[src/rtl/best_fit_block_allocator_core_assert.svh]
// assertion helpers for the allocator core; clk and rst must be in scope
`ifndef BEST_FIT_BLOCK_ALLOCATOR_CORE_ASSERT_SVH
`define BEST_FIT_BLOCK_ALLOCATOR_CORE_ASSERT_SVH

// consequent checked in the same cycle as the antecedent
`define BFA_ASSERT_NOW(label, ante, cons, msg) \
  label: assert property (@(posedge clk) disable iff (rst) (ante) |-> (cons)) \
    else $error(msg);

// consequent checked in the cycle after the antecedent
`define BFA_ASSERT_NEXT(label, ante, cons, msg) \
  label: assert property (@(posedge clk) disable iff (rst) (ante) |=> (cons)) \
    else $error(msg);

`endif

[src/rtl/bfa_pkg.sv]
`default_nettype none

package bfa_pkg;

  localparam int SLOTS_DEFAULT        = 16;
  localparam int ADDRESS_BITS_DEFAULT = 16;

  localparam int CFG_W    = 5;
  localparam int MODE_W   = 2;
  localparam int SLOT_F_W = 4;
  localparam int SIZE_W   = 16;
  localparam int ADDR_F_W = 16;
  localparam int STATUS_W = 2;

  localparam logic [MODE_W-1:0] MODE_LOAD  = 2'd0;
  localparam logic [MODE_W-1:0] MODE_ALLOC = 2'd1;
  localparam logic [MODE_W-1:0] MODE_READ  = 2'd2;

  localparam logic [STATUS_W-1:0] ST_DONE  = 2'd0;
  localparam logic [STATUS_W-1:0] ST_NOFIT = 2'd1;
  localparam logic [STATUS_W-1:0] ST_RANGE = 2'd2;

  typedef struct packed {
    logic [MODE_W-1:0]   mode;
    logic [SLOT_F_W-1:0] slot;
    logic [SIZE_W-1:0]   size;
    logic [ADDR_F_W-1:0] start_address;
  } bfa_in_t;

  typedef struct packed {
    logic [STATUS_W-1:0] status;
    logic [SLOT_F_W-1:0] chosen_slot;
    logic [ADDR_F_W-1:0] granted_address;
    logic [SIZE_W-1:0]   remaining_size;
  } bfa_out_t;

endpackage

`default_nettype wire

[src/rtl/bfa_ram.sv]
`default_nettype none

module bfa_ram #(
  parameter int WIDTH = 32,
  parameter int DEPTH = 16,
  parameter int AW    = (DEPTH > 1) ? $clog2(DEPTH) : 1
) (
  input  logic             clk,
  input  logic             we,
  input  logic [AW-1:0]    waddr,
  input  logic [WIDTH-1:0] wdata,
  input  logic [AW-1:0]    raddr,
  output logic [WIDTH-1:0] rdata
);

  logic [WIDTH-1:0] mem [DEPTH];

  always_ff @(posedge clk) begin
    if (we) begin
      mem[waddr] <= wdata;
    end
    rdata <= mem[raddr];
  end

endmodule

`default_nettype wire

[src/rtl/best_fit_block_allocator_core.sv]
`default_nettype none

// Best-fit free block allocator. The free list (size and start address per slot) lives in
// one synchronous RAM with a single read and a single write port. A load word writes its
// slot and a read word returns it; an allocate word walks the first min(blocks_in_use,
// SLOTS) slots through the read port, one slot per cycle, keeps the block with the
// smallest leftover (ties to the lower start, then the lower slot), and writes the shrunk
// entry back. The slot walk through the one RAM read port sets the allocate time. The
// finished result sits in an output register, so the next word is taken while a result
// still waits. cfg_data is always accepted; write it only while the core is idle. Slots
// must be loaded before they are read or scanned.

module best_fit_block_allocator_core #(
  parameter int SLOTS        = bfa_pkg::SLOTS_DEFAULT,
  parameter int ADDRESS_BITS = bfa_pkg::ADDRESS_BITS_DEFAULT
) (
  input  logic                      clk,
  input  logic                      rst,
  input  logic                      cfg_valid,
  output logic                      cfg_ready,
  input  logic [bfa_pkg::CFG_W-1:0] cfg_data,
  input  logic                      in_valid,
  output logic                      in_ready,
  input  bfa_pkg::bfa_in_t          in_data,
  output logic                      out_valid,
  input  logic                      out_ready,
  output bfa_pkg::bfa_out_t         out_data
);

  import bfa_pkg::*;

  `include "best_fit_block_allocator_core_assert.svh"

  localparam int SLOT_W  = (SLOTS > 1) ? $clog2(SLOTS) : 1;
  localparam int ENTRY_W = SIZE_W + ADDRESS_BITS;

  typedef enum logic [4:0] {
    S_IDLE   = 5'b00001,
    S_RDWAIT = 5'b00010,
    S_SCAN   = 5'b00100,
    S_WB     = 5'b01000,
    S_RESP   = 5'b10000
  } state_t;

  state_t state;

  logic [CFG_W-1:0]        blocks_in_use;
  logic [CFG_W-1:0]        scan_count;
  logic [CFG_W-1:0]        scan_last;
  logic [CFG_W-1:0]        cmp_idx;
  logic [SIZE_W-1:0]       req_size;
  logic                    best_found;
  logic [CFG_W-1:0]        best_slot;
  logic [SIZE_W-1:0]       best_left;
  logic [ADDRESS_BITS-1:0] best_start;
  bfa_out_t                res;

  logic                    ram_we;
  logic [SLOT_W-1:0]       ram_waddr;
  logic [ENTRY_W-1:0]      ram_wdata;
  logic [SLOT_W-1:0]       ram_raddr;
  logic [ENTRY_W-1:0]      ram_rdata;

  logic [SIZE_W-1:0]       e_size;
  logic [ADDRESS_BITS-1:0] e_start;
  logic [SIZE_W-1:0]       e_left;
  logic                    fits;
  logic                    take;
  logic                    in_range;

  assign cfg_ready = 1'b1;
  assign in_ready  = (state == S_IDLE);

  always_ff @(posedge clk) begin
    if (rst) begin
      blocks_in_use <= '0;
    end else if (cfg_valid && cfg_ready) begin
      blocks_in_use <= cfg_data;
    end
  end

  // a count above the table depth scans the whole table
  assign scan_count = (32'(blocks_in_use) > SLOTS) ? CFG_W'(SLOTS) : blocks_in_use;
  assign in_range   = (32'(in_data.slot) < SLOTS);

  assign e_size  = ram_rdata[ENTRY_W-1 -: SIZE_W];
  assign e_start = ram_rdata[ADDRESS_BITS-1:0];
  assign fits    = (e_size >= req_size);
  assign e_left  = e_size - req_size;
  assign take    = fits && (!best_found || (e_left < best_left) ||
                            ((e_left == best_left) && (e_start < best_start)));

  always_comb begin
    ram_we = ((state == S_IDLE) && in_valid && (in_data.mode == MODE_LOAD) && in_range) ||
             ((state == S_WB) && best_found);
    if (state == S_WB) begin
      ram_waddr = SLOT_W'(best_slot);
      ram_wdata = {best_left, best_start + ADDRESS_BITS'(req_size)};
    end else begin
      ram_waddr = SLOT_W'(in_data.slot);
      ram_wdata = {in_data.size, ADDRESS_BITS'(in_data.start_address)};
    end
    // during the scan the read runs one slot ahead of the compare
    if (state == S_SCAN) begin
      ram_raddr = SLOT_W'(cmp_idx + CFG_W'(1));
    end else if (in_data.mode == MODE_ALLOC) begin
      ram_raddr = '0;
    end else begin
      ram_raddr = SLOT_W'(in_data.slot);
    end
  end

  bfa_ram #(
    .WIDTH (ENTRY_W),
    .DEPTH (SLOTS),
    .AW    (SLOT_W)
  ) u_free_list (
    .clk   (clk),
    .we    (ram_we),
    .waddr (ram_waddr),
    .wdata (ram_wdata),
    .raddr (ram_raddr),
    .rdata (ram_rdata)
  );

  always_ff @(posedge clk) begin
    if (rst) begin
      state     <= S_IDLE;
      out_valid <= 1'b0;
    end else begin
      // the response state reloads the output register itself
      if (out_valid && out_ready && (state != S_RESP)) begin
        out_valid <= 1'b0;
      end
      case (state)
        S_IDLE: begin
          if (in_valid) begin
            req_size   <= in_data.size;
            best_found <= 1'b0;
            cmp_idx    <= '0;
            scan_last  <= scan_count - CFG_W'(1);
            case (in_data.mode)
              MODE_LOAD: begin
                res.chosen_slot <= in_data.slot;
                if (in_range) begin
                  res.status          <= ST_DONE;
                  res.granted_address <=
                    ADDR_F_W'(ADDRESS_BITS'(in_data.start_address));
                  res.remaining_size  <= in_data.size;
                end else begin
                  res.status          <= ST_RANGE;
                  res.granted_address <= '0;
                  res.remaining_size  <= '0;
                end
                state <= S_RESP;
              end
              MODE_READ: begin
                // an in-range read gets its status and payload once the ram answers
                res.status          <= ST_RANGE;
                res.chosen_slot     <= in_data.slot;
                res.granted_address <= '0;
                res.remaining_size  <= '0;
                if (in_range) begin
                  state <= S_RDWAIT;
                end else begin
                  state <= S_RESP;
                end
              end
              MODE_ALLOC: begin
                if (scan_count == '0) begin
                  res.status          <= ST_NOFIT;
                  res.chosen_slot     <= '0;
                  res.granted_address <= '0;
                  res.remaining_size  <= '0;
                  state               <= S_RESP;
                end else begin
                  state <= S_SCAN;
                end
              end
              default: begin
                res.status          <= ST_RANGE;
                res.chosen_slot     <= in_data.slot;
                res.granted_address <= '0;
                res.remaining_size  <= '0;
                state               <= S_RESP;
              end
            endcase
          end
        end
        S_RDWAIT: begin
          res.status          <= ST_DONE;
          res.granted_address <= ADDR_F_W'(e_start);
          res.remaining_size  <= e_size;
          state               <= S_RESP;
        end
        S_SCAN: begin
          if (take) begin
            best_found <= 1'b1;
            best_slot  <= cmp_idx;
            best_left  <= e_left;
            best_start <= e_start;
          end
          cmp_idx <= cmp_idx + CFG_W'(1);
          if (cmp_idx == scan_last) begin
            state <= S_WB;
          end
        end
        S_WB: begin
          if (best_found) begin
            res.status          <= ST_DONE;
            res.chosen_slot     <= SLOT_F_W'(best_slot);
            res.granted_address <= ADDR_F_W'(best_start);
            res.remaining_size  <= best_left;
          end else begin
            res.status          <= ST_NOFIT;
            res.chosen_slot     <= '0;
            res.granted_address <= '0;
            res.remaining_size  <= '0;
          end
          state <= S_RESP;
        end
        S_RESP: begin
          if (!out_valid || out_ready) begin
            out_valid <= 1'b1;
            out_data  <= res;
            state     <= S_IDLE;
          end
        end
        default: state <= S_IDLE;
      endcase
    end
  end

  `BFA_ASSERT_NEXT(a_accept_leaves_idle, in_valid && in_ready, state != S_IDLE,
                   "accepted word did not start processing")
  `BFA_ASSERT_NOW(a_scan_in_bounds, state == S_SCAN, cmp_idx <= scan_last,
                  "scan index ran past the last slot in use")
  `BFA_ASSERT_NOW(a_write_phase, ram_we, state == S_IDLE || state == S_WB,
                  "free list written outside load or write-back")
  `BFA_ASSERT_NOW(a_best_in_bounds, state == S_WB && best_found, best_slot <= scan_last,
                  "chosen slot lies outside the scanned range")
  `BFA_ASSERT_NOW(a_result_from_resp, $rose(out_valid), $past(state == S_RESP),
                  "result presented without passing the response state")

endmodule

`default_nettype wire

[config.mk]
export PLATFORM = sky130hd
export DESIGN_NAME = best_fit_block_allocator_core
export DESIGN_NICKNAME = d
export VERILOG_FILES = /design/src/rtl/bfa_pkg.sv /design/src/rtl/bfa_ram.sv /design/src/rtl/best_fit_block_allocator_core.sv
export VERILOG_INCLUDE_DIRS = /design/src /design/src/rtl
export SDC_FILE = /design/constraint.sdc
export NUM_CORES = 1
export LEC_CHECK = 0
export ABC_AREA = 0
export CAP_MARGIN = 20
export CELL_PAD_IN_SITES_DETAIL_PLACEMENT = 0
export CELL_PAD_IN_SITES_GLOBAL_PLACEMENT = 1
export CORE_MARGIN = 5
export CORE_UTILIZATION = 45
export DETAILED_ROUTE_END_ITERATION = 10
export DONT_BUFFER_PORTS = 1
export GPL_TIMING_DRIVEN = 0
export PLACE_DENSITY_LB_ADDON = 0.1
export SETUP_SLACK_MARGIN = 0.2
export SYNTH_ARGS = -nofsm -noshare
export SYNTH_HDL_FRONTEND = slang
export SYNTH_SLANG_ARGS = --single-unit
[constraint.sdc]
create_clock -name clk -period 7.44 [get_ports clk]
set_input_delay 1.488 -clock clk [delete_from_list [all_inputs] [get_ports clk]]
set_output_delay 1.488 -clock clk [all_outputs]
set_load 0.02 [all_outputs]
; Yosys cells after proc, flatten, opt, wreduce, memory -nomap -nowiden
; Memories as Yosys holds them, arrays and structs flattened. A register that Yosys moved wholly into a read port is not among the register bits.
; Cells that the tools add are included.
[classes]
eq_ne = 15
n_div = 0
shifts = 0
mux = 28
reduce_logical = 27
n_addsub = 4
multipliers = 0
bitwise_logic = 1
order_cmp = 4
[op_table]
columns = operator, n
row1 = $pmux 32 s3, 1
row2 = $mux 38, 2
row3 = $pmux 38 s2, 1
row4 = $mux 37, 1
row5 = $lt 16x16->1, 2
row6 = $mux 32, 1
row7 = $mux 5, 6
row8 = $pmux 5 s2, 2
row9 = $pmux 5 s4, 1
row10 = $add 16x16->16, 1
row11 = $eq 16x16->1, 1
row12 = $ge 16x16->1, 1
row13 = $sub 16x16->16, 1
row14 = $reduce_and 3->1, 5
row15 = $mux 4, 3
row16 = $reduce_and 4->1, 3
row17 = $pmux 4 s2, 1
row18 = $logic_and 1x1->1, 7
row19 = $mux 1, 7
row20 = $ne 2x2->1 const B, 3
row21 = $pmux 2 s3, 1
row22 = $add 5x1->5 const B, 1
row23 = $eq 5x1->1 const B, 1
row24 = $eq 5x2->1 const B, 1
row25 = other kinds (20), 25
[word_totals]
inputBits = 48
output_inout_bits = 41
word_cells = 98
memories = 1
ff_bits = 150
ram_bits = 512
mem_bits_ro = 0
latch_bits = 0
[mem_list]
columns = name, words, word_bits, rd, rd_ports_with_merged_regs, write_ports, line
row1 = u_free_list.mem, 16, 32, 1, 1, 1, bfa_ram.sv:16  ; logic [WIDTH-1:0] mem [DEPTH];

; Depth between registers and ports, before layout
; Gate-level depths: netlist of run 1.
[depth]
depth_word = 7
mapped_depth = 16
mapped_depth_nobuf = 16

; By module
; A second synthesis of run 1 with hierarchy kept.
[unflattened]
cells_unflattened = 1611
hier_area_um2 = 28237.1
[by_module_without_submodules]
columns = mod, n_inst, area_per_inst_um2, cells_per_inst, seq_area_each_um2
row1 = bfa_ram, 1, 19835.3, 838, 16015.4
row2 = best_fit_block_allocator_core, 1, 8401.8, 773, 4394.2

; Worst setup path before layout of run 1
; Ideal clock, no wire load.
[synth_path]
path_kind = flip-flop to flip-flop
start = reg req_size[0]
end = reg best_left[0], enable pin
stages_incl_launch_ff = 16
path_buffers = 0
arrival_ns = 5.376
t_required_ns = 6.966
slack_ns = 1.590
period_less_slack_ns = 5.850
setup_time_ns = 0.474
path_cell_list = edfxtp_1 ha_1 fa_1 nand2b_1 a21oi_1 o21ai_0 o21ai_0 a21oi_1 xnor2_1 ha_1 and4_1 and3_1 nand4_1 o211ai_1 a31oi_1 nor3_1
[synth_via]
elab_chain_cells = 6
word_cells_on_any_way = 9
cone_classes = add/sub (1) / order compare (2) / eq/ne (1) / reduce/logical (5)
[synth_rtl]
columns = item, line
row1 = "start, declared", best_fit_block_allocator_core.sv:51  ; logic [SIZE_W-1:0] req_size;
row2 = "start signal, assigned", best_fit_block_allocator_core.sv:138  ; req_size <= in_data.size;
row3 = $sub 16x16->16 *, best_fit_block_allocator_core.sv:89  ; assign e_left = e_size - req_size;
row4 = net e_left[12], best_fit_block_allocator_core.sv:66  ; logic [SIZE_W-1:0] e_left;
row5 = $lt 16x16->1 or $eq 16x16->1 (tied branches), "best_fit_block_allocator_core.sv:90, best_fit_block_allocator_core.sv:91"
row6 = $logic_or 1x1->1 or $logic_and 1x1->1 (tied branches), "best_fit_block_allocator_core.sv:90, best_fit_block_allocator_core.sv:91"
row7 = $logic_or 1x1->1 *, best_fit_block_allocator_core.sv:90  ; assign take = fits && (!best_found || (e_left < best_left) ||
row8 = $logic_and 1x1->1 *, best_fit_block_allocator_core.sv:90
row9 = $reduce_and 3->1 (no source line) *, n/a
row10 = "end signal, assigned", best_fit_block_allocator_core.sv:200  ; best_left <= e_left;
row11 = "end, declared", best_fit_block_allocator_core.sv:54  ; logic [SIZE_W-1:0] best_left;
; The timed path passes the listed nets; every way through them passes the cells marked *.
; A chain may end at the register's enable or synchronous reset.

; Final worst setup path of run 1
[layout_path]
start = reg req_size[0]
end = reg best_left[7], enable pin
; Same word-level chain as after synthesis.

==> flow_summary.toml, run 1 <==
[clock_network]
post_cts_resized = 0
cts_max_level = 3
clockBufferDepth = 3
post_cts_buffers = 0
path_clk_slew_ns = 0.06
cts_sinks = 694
cts_hold_buffers = 0
cts_tree = "yes"
cts_root_buf = "clkbuf_16"
clock_latency_ns = 0.63
cts_buffers = 74

[synthesis]
synth-seq-cells = 694
yosys_warnings = 0
synth_edf_count = 651
syn_inst = 1858
netlist_area_um2 = 28700
ys.flop_type = "edfxtp_1"
synth_fp_nets = 1976
ys_types = 67
synth_top_area_share_pct = 68.1
yosysSeqAreaShare_pct = 71.1
syn_area_per_cell_um2 = 15.4
async_flop_share_pct = 0
synth_top_cell_by_area = "edfxtp_1"
synth.area.top_cells = "edfxtp_1, mux4_2, dfxtp_1, ha_1, nand2_1"

[finish]
multi_input_area_um2 = 7650
nNetsFinal = 2107
area_delta_synth_final_pct = 15.0
antenna_cells = 0
seq_area_um2 = 20400
final.fill_count = 5304
final_layout_size_suffix_gt1_share_pct = 13.4

[worst_setup_path]
r2r-end = "best_left[7]"
worst_setup_path_end_kind = "register"
critPathMostFrequentCell = "buf_6"
path_depth = 18
critPathMaxStageDelay_ns = 0.64
rr_worst_depth = 18
cp.required_ns = 7.76
r2r_start = "req_size[0]"
cp_max_fo = 10
critical-path-top-delay-family = "simple AND/OR/NAND/NOR gates"
cp_num_buf_inv = 3
rrSetupSlack_ns = 1.92
worst_ep_arrival_time_ns = 5.83
criticalPathCategory = "register to register"
worstPathCellList = "ha_1 -> fa_1 -> nand2b_1 -> a21oi_1 -> o21ai_0 -> o21bai_1 -> a21oi_1 -> xnor2_1 -> ha_1 -> nand3_1 -> nor3_1 -> nand4_1 -> o211ai_1 -> a31oi_1 -> nor3_2 -> buf_6 -> buf_6 -> buf_6"
crit_slowest_cell = "nor3_1"
start_kind = "register"

[place]
gp_congestion = 0.896
hpwl_um = 57900
portBuffers = 0

[floorplanning]
die_h_um = 263
ios = 89
core_area_um2 = 63100
num_rows = 92
die_x_um = 263
initial_core_util_pct = 45.5
design.die.area_um2 = 68900

[sta]
min_period_ns = 5.52
skew_ns = 0.0314
drv_slew = 0
fmax_ghz = 0.181
maxSlewHeadroom_pct = 27.8
hold_slack_ns = 0.415
finalCritPeriodShare_pct = 74.1
tightest_slew_ns = 1.08
rsz0062_at_grt = "false"
finalSetupViolations = 0
hold_violations = 0

[detailed_routing]
drc = 0
ant_nets = 0
drt-wirelength-per-cell_um = 27.8
routed_wl_um = 80400
wl_met3_um = 4630
vias_per_cell = 5.91
top_layer = "met4"
num_vias = 17100
first_iter_violations = 1780
firstDrtPassIters = 7
dr_wl_met2_um = 38400
wl_met1_um = 34900

[pwr]
powerDensity_nw_per_um2 = 268
vdd_drop_max_mv = 0.137
p_leak_nw = 11.6
fin_total_pwr_w = 0.00885

[hold_path]
whs_path_depth = 0
hp-start = "res[36]"
hp-class = "register to register"
min_to = "out_data[36]"

[grt]
antenna_found_initial = 5
grt_pass1_wl_um = 116000
grt_max_degree = 31
gr-total-overflow = 0
grt_pass1_vias = 16900
grt.total_usage_pct = 22.7

[flow_run]
maxCapViolCount = 0

[outcome]
status = "completed"
==> worst max-delay path by stage <==
stage / end / from
global placement: best_left[7] / req_size[5]
detailed placement: u_free_list.rdata[20] / in_data[37]
floorplan: best_left[0] / req_size[0]
global route: best_left[13] / req_size[5]
CTS: best_left[7] / req_size[5]
finish: best_left[7] / req_size[0]
==> cell families (layout without fill, tap and decap cells) <==
kind of cell,count (synthesis),in the layout,share of synthesized area [%]
flip-flops,694,694,71.1
XOR/XNOR,33,33,1.01
AO/OA/AOI/OAI,364,364,9.54
AND/OR/NAND/NOR,422,422,6.99
adder cells (fa/ha/maj),70,70,3.10
buffers and inverters,200,388,2.83
other,1,1,0.0131
multiplexers,74,74,5.38
==> cell usage after synthesis, drive strengths merged (7+ instances only) <==
cell type	instances
edfxtp	651
nand2	197
inv	101
clkbuf	85
and3	72
ha	68
a211oi	67
mux4	64
o21ai	49
nor2	45
dfxtp	43
a21oi	40
nand3	40
a222oi	32
a311o	32
xnor2	23
a31oi	21
a211o	17
a22o	16
a22oi	16
a311oi	16
buf	14
a21o	12
nor2b	10
nor3	10
xor2	10
mux2i	9
nand2b	9
nand4	9
nor3b	7
==> cell usage in the layout, fill, tap and decap left out, types with 10 or more instances in the layout <==
cell       Yosys  final
buf_6          6     19
clkbuf_16      0     74
clkbuf_1      85     99
xnor2_1       23     23
inv_1        100    100
nor2b_1       10     10
a311o_1       32     32
nand2_1      197    197
dfxtp_1       43     43
buf_12         0     16
nand3_1       40     40
ha_1          68     68
nor2_4         0     17
clkinv_2       0     15
and3_1        72     72
a21o_1        12     12
a211o_1       17     17
xor2_1        10     10
a211oi_1      67     67
o21ai_0       49     22
nor2_1        45     28
a22o_1        16     16
mux4_2        64     64
a222oi_1      32     32
o21ai_1        0     24
a31oi_1       21     21
a22oi_1       16     16
a21oi_1       40     39
a311oi_1      16     16
buf_4          3     23
edfxtp_1     651    651
==> state kept, by name, summed over array words and instances (netlist names), 16 cells and up <==
| signal | flops |
|---|---|
| res | 38 |
| u_free_list.mem | 512 |
| u_free_list.rdata | 32 |
| best_start | 16 |
| req_size | 16 |
| out_data | 38 |
| best_left | 16 |
==> final cells by class <==
type | count | share of cell area (%)
Multi-Input combinational cell | 964 | 23.2
Buffer | 99 | 1.31
Clock buffer | 93 | 5.98
Clock inverter | 40 | 1.29
Sequential cell | 694 | 61.9
Tap cell | 846 | 3.21
Timing Repair Buffer | 55 | 2.03
Inverter | 101 | 1.15
==> metrics by stage <==
| stage | util [%] | setup slack [ns] | cells | instance area [um^2] | TNS (ns) |
|---|---|---|---|---|---|
| finish | 52.3 | 1.92 | 2892 | 33000 | 0 |
| global route | 52.3 | 1.70 | 2892 | 33000 | 0 |
| CTS | 52.3 | 1.87 | 2891 | 33000 | 0 |
| detailed placement | 48.5 | 1.86 | 2758 | 30600 | 0 |
| global placement | 47.2 | -1.75 | 2704 | 29800 | -62.67 |
| floorplan | - | 1.59 | 1858 | 28700 | 0 |
==> per-layer routing <==
metal  vias to the layer above  GRT usage (%)
li1                       7605              -
met1                      8750           31.8
met2                       611           37.0
met3                       133           3.95
met4                         0           6.84
met5                         -              0
==> report_power, final <==
group          leakage, nW  internal [W]  switching [W]
Combinational         4.17      0.000279       0.000500
Sequential            6.24       0.00436      0.0000582
Clock                 1.18       0.00213        0.00152
Total                 11.6       0.00677        0.00208
Power figures use the tool's default switching activity.
==> run 2, diff against run 1 <==
==> constraint.sdc (replaced) <==
create_clock -name clk -period 4.9 [get_ports clk]
set_input_delay 0.98 -clock clk [delete_from_list [all_inputs] [get_ports clk]]
set_output_delay 0.98 -clock clk [all_outputs]
set_load 0.02 [all_outputs]
==> run 2 against run 1 <==
Compared with the run above: wire length increased by 0.51%; core utilization increased by 0.22 points; non-clock buffer count decreased by 1; flip-flop and latch count unchanged; die area unchanged; largest power group unchanged; critical path depth decreased by 1; global-route usage increased by 0.21 points.
==> flow_summary.toml, run 2 (synthesis gave the netlist of run 1 again) <==
[grt]
grt.total_usage_pct = 23.0
grt_pass1_vias = 16900
antenna_found_initial = 5
gr-total-overflow = 0
grt_max_degree = 31
grt_pass1_wl_um = 117000

[sta]
tightest_slew_ns = 1.20
maxSlewHeadroom_pct = 19.9
drv_slew = 0
rsz0062_at_grt = "true"
hold_slack_ns = 0.413
fmax_ghz = 0.217
skew_ns = 0.0199
min_period_ns = 4.60
finalSetupViolations = 0
hold_violations = 0
tns_ns = 0
setup_slack_ns = 0.297
finalCritPeriodShare_pct = 93.9

[clock_network]
clock_latency_ns = 0.61
cts_tree = "yes"
cts_root_buf = "clkbuf_16"
cts_max_level = 3
cts_sinks = 694
clockBufferDepth = 3
cts_buffers = 75
path_clk_slew_ns = 0.06

[floorplanning]
initial_core_util_pct = 45.5
design.die.area_um2 = 68900
die_x_um = 263
die_h_um = 263
core_area_um2 = 63100
num_rows = 92
ios = 89

[worst_setup_path]
cp.required_ns = 5.26
start_kind = "register"
cp_num_buf_inv = 3
criticalPathCategory = "register to register"
worst_setup_path_end_kind = "register"
critPathMostFrequentCell = "ha_1"
critPathMaxStageDelay_ns = 0.48
rrSetupSlack_ns = 0.30
worstPathCellList = "inv_1 -> ha_1 -> nor2b_1 -> o21ba_2 -> nor3_1 -> o21ai_0 -> a21oi_1 -> xnor2_1 -> ha_1 -> nand3_1 -> nor3_2 -> a21boi_0 -> o31ai_1 -> a31oi_2 -> nor3_4 -> buf_12 -> buf_8"
crit_slowest_cell = "edfxtp_1"
worst_ep_arrival_time_ns = 4.96
cp_max_fo = 16
critical-path-top-delay-family = "compound AO/OA/AOI/OAI gates"

[detailed_routing]
ant_nets = 0
first_iter_violations = 1879
vias_per_cell = 5.89
num_vias = 17000
drt-wirelength-per-cell_um = 27.9
routed_wl_um = 80900
drc = 0
firstDrtPassIters = 6

[finish]
final_cell_mix = "edfxtp_1, nand2_1, inv_1, clkbuf_1, clkbuf_16"
final_core_util_pct = 52.5
mostFrequentLayoutCell = "edfxtp_1"
final.fill_count = 5280
final_layout_size_suffix_gt1_share_pct = 13.6
reg_top3 = "u_free_list.mem: 512 flops, out_data: 38 flops, res: 38 flops"
antenna_cells = 0
area_delta_synth_final_pct = 15.5
regMostFlops = "u_free_list.mem"
nNetsFinal = 2107
largest_register_ffs = 512

[pwr]
vdd_drop_max_mv = 0.198
p_leak_nw = 11.6
powerDensity_nw_per_um2 = 411

[place]
gp_congestion = 0.887
portBuffers = 0
post-place-ws_ns = -0.468
hpwl_um = 58000

[hold_path]
hp-class = "register to register"

[outcome]
status = "completed"

[flow_run]
maxCapViolCount = 0
-- run 2: cell count changes in the layout (fill, tap and decap cells not counted), sizes merged --
cell / before / now
clkinv: 27 / 29
inv: 106 / 104
bufinv: 7 / 9
buf: 69 / 68
clkbuf: 178 / 180
-- run 2: power by group --
group / switching (W) / total [W] / internal, W
Clock: 0.00232 / 0.00571 / 0.00339
Combinational: 0.000771 / 0.00120 / 0.000426
Sequential: 0.0000859 / 0.00671 / 0.00662
Total: 0.00318 / 0.0136 / 0.0104
-- run 2: worst register-to-register path: stages (launching register included) --
cell	delay, ns
edfxtp_1	0.48
inv_1	0.17
ha_1	0.28
nor2b_1	0.15
o21ba_2	0.21
nor3_1	0.34
o21ai_0	0.25
a21oi_1	0.22
xnor2_1	0.12
ha_1	0.30
nand3_1	0.09
nor3_2	0.44
a21boi_0	0.36
o31ai_1	0.18
a31oi_2	0.36
nor3_4	0.07
buf_12	0.15
buf_8	0.16
-- run 2: what timing repair did --
item	CTS	global route
gates resized for setup	3	7
pin swaps	1	2
gates cloned	0	0
setup buffers	3	0
setup endpoints to repair	37	41
hold buffers	0	0
-- run 2: per-layer routing --
metal  vias to the layer above  part of all wire, %  GRT usage, %
li1                       7605                    -             -
met1                      8694                   42          31.6
met2                       618                   48          37.7
met3                       129                  6.8          4.04
met4                         0                  2.9          7.04
met5                         -                    0             0
-- run 2: worst paths after layout --
path                from      endpoint  cells after the start
max          req_size[1]  best_left[8]                     17
max reg2reg  req_size[1]  best_left[8]                     17
min reg2reg       res[5]   out_data[5]                      0
min               res[5]   out_data[5]                      0
-- run 2: layout make-up --
type / count / area (um^2) / area share, %
clock buffers: 95 / 2000 / 6.05
clock inverters: 42 / 482 / 1.45
inverters: 101 / 379 / 1.14
multi-input cells: 964 / 7670 / 23.1
plain buffers: 99 / 435 / 1.31
repair buffers: 54 / 694 / 2.10
flip-flops and latches: 694 / 20400 / 61.6
well taps: 846 / 1060 / 3.19
-- run 2: per-stage QoR --
stage | std cells | cell area, um^2 | total power [W]
6_report | 2895 | 33100 | 0.0136
5_1_grt | 2895 | 33100 | 0.0141
4_1_cts | 2895 | 33100 | 0.0137
3_5_place_dp | 2755 | 30600 | 0.00801
3_3_place_gp | 2704 | 29800 | 0.00796
2_1_floorplan | 1858 | 28700 | 0.00755
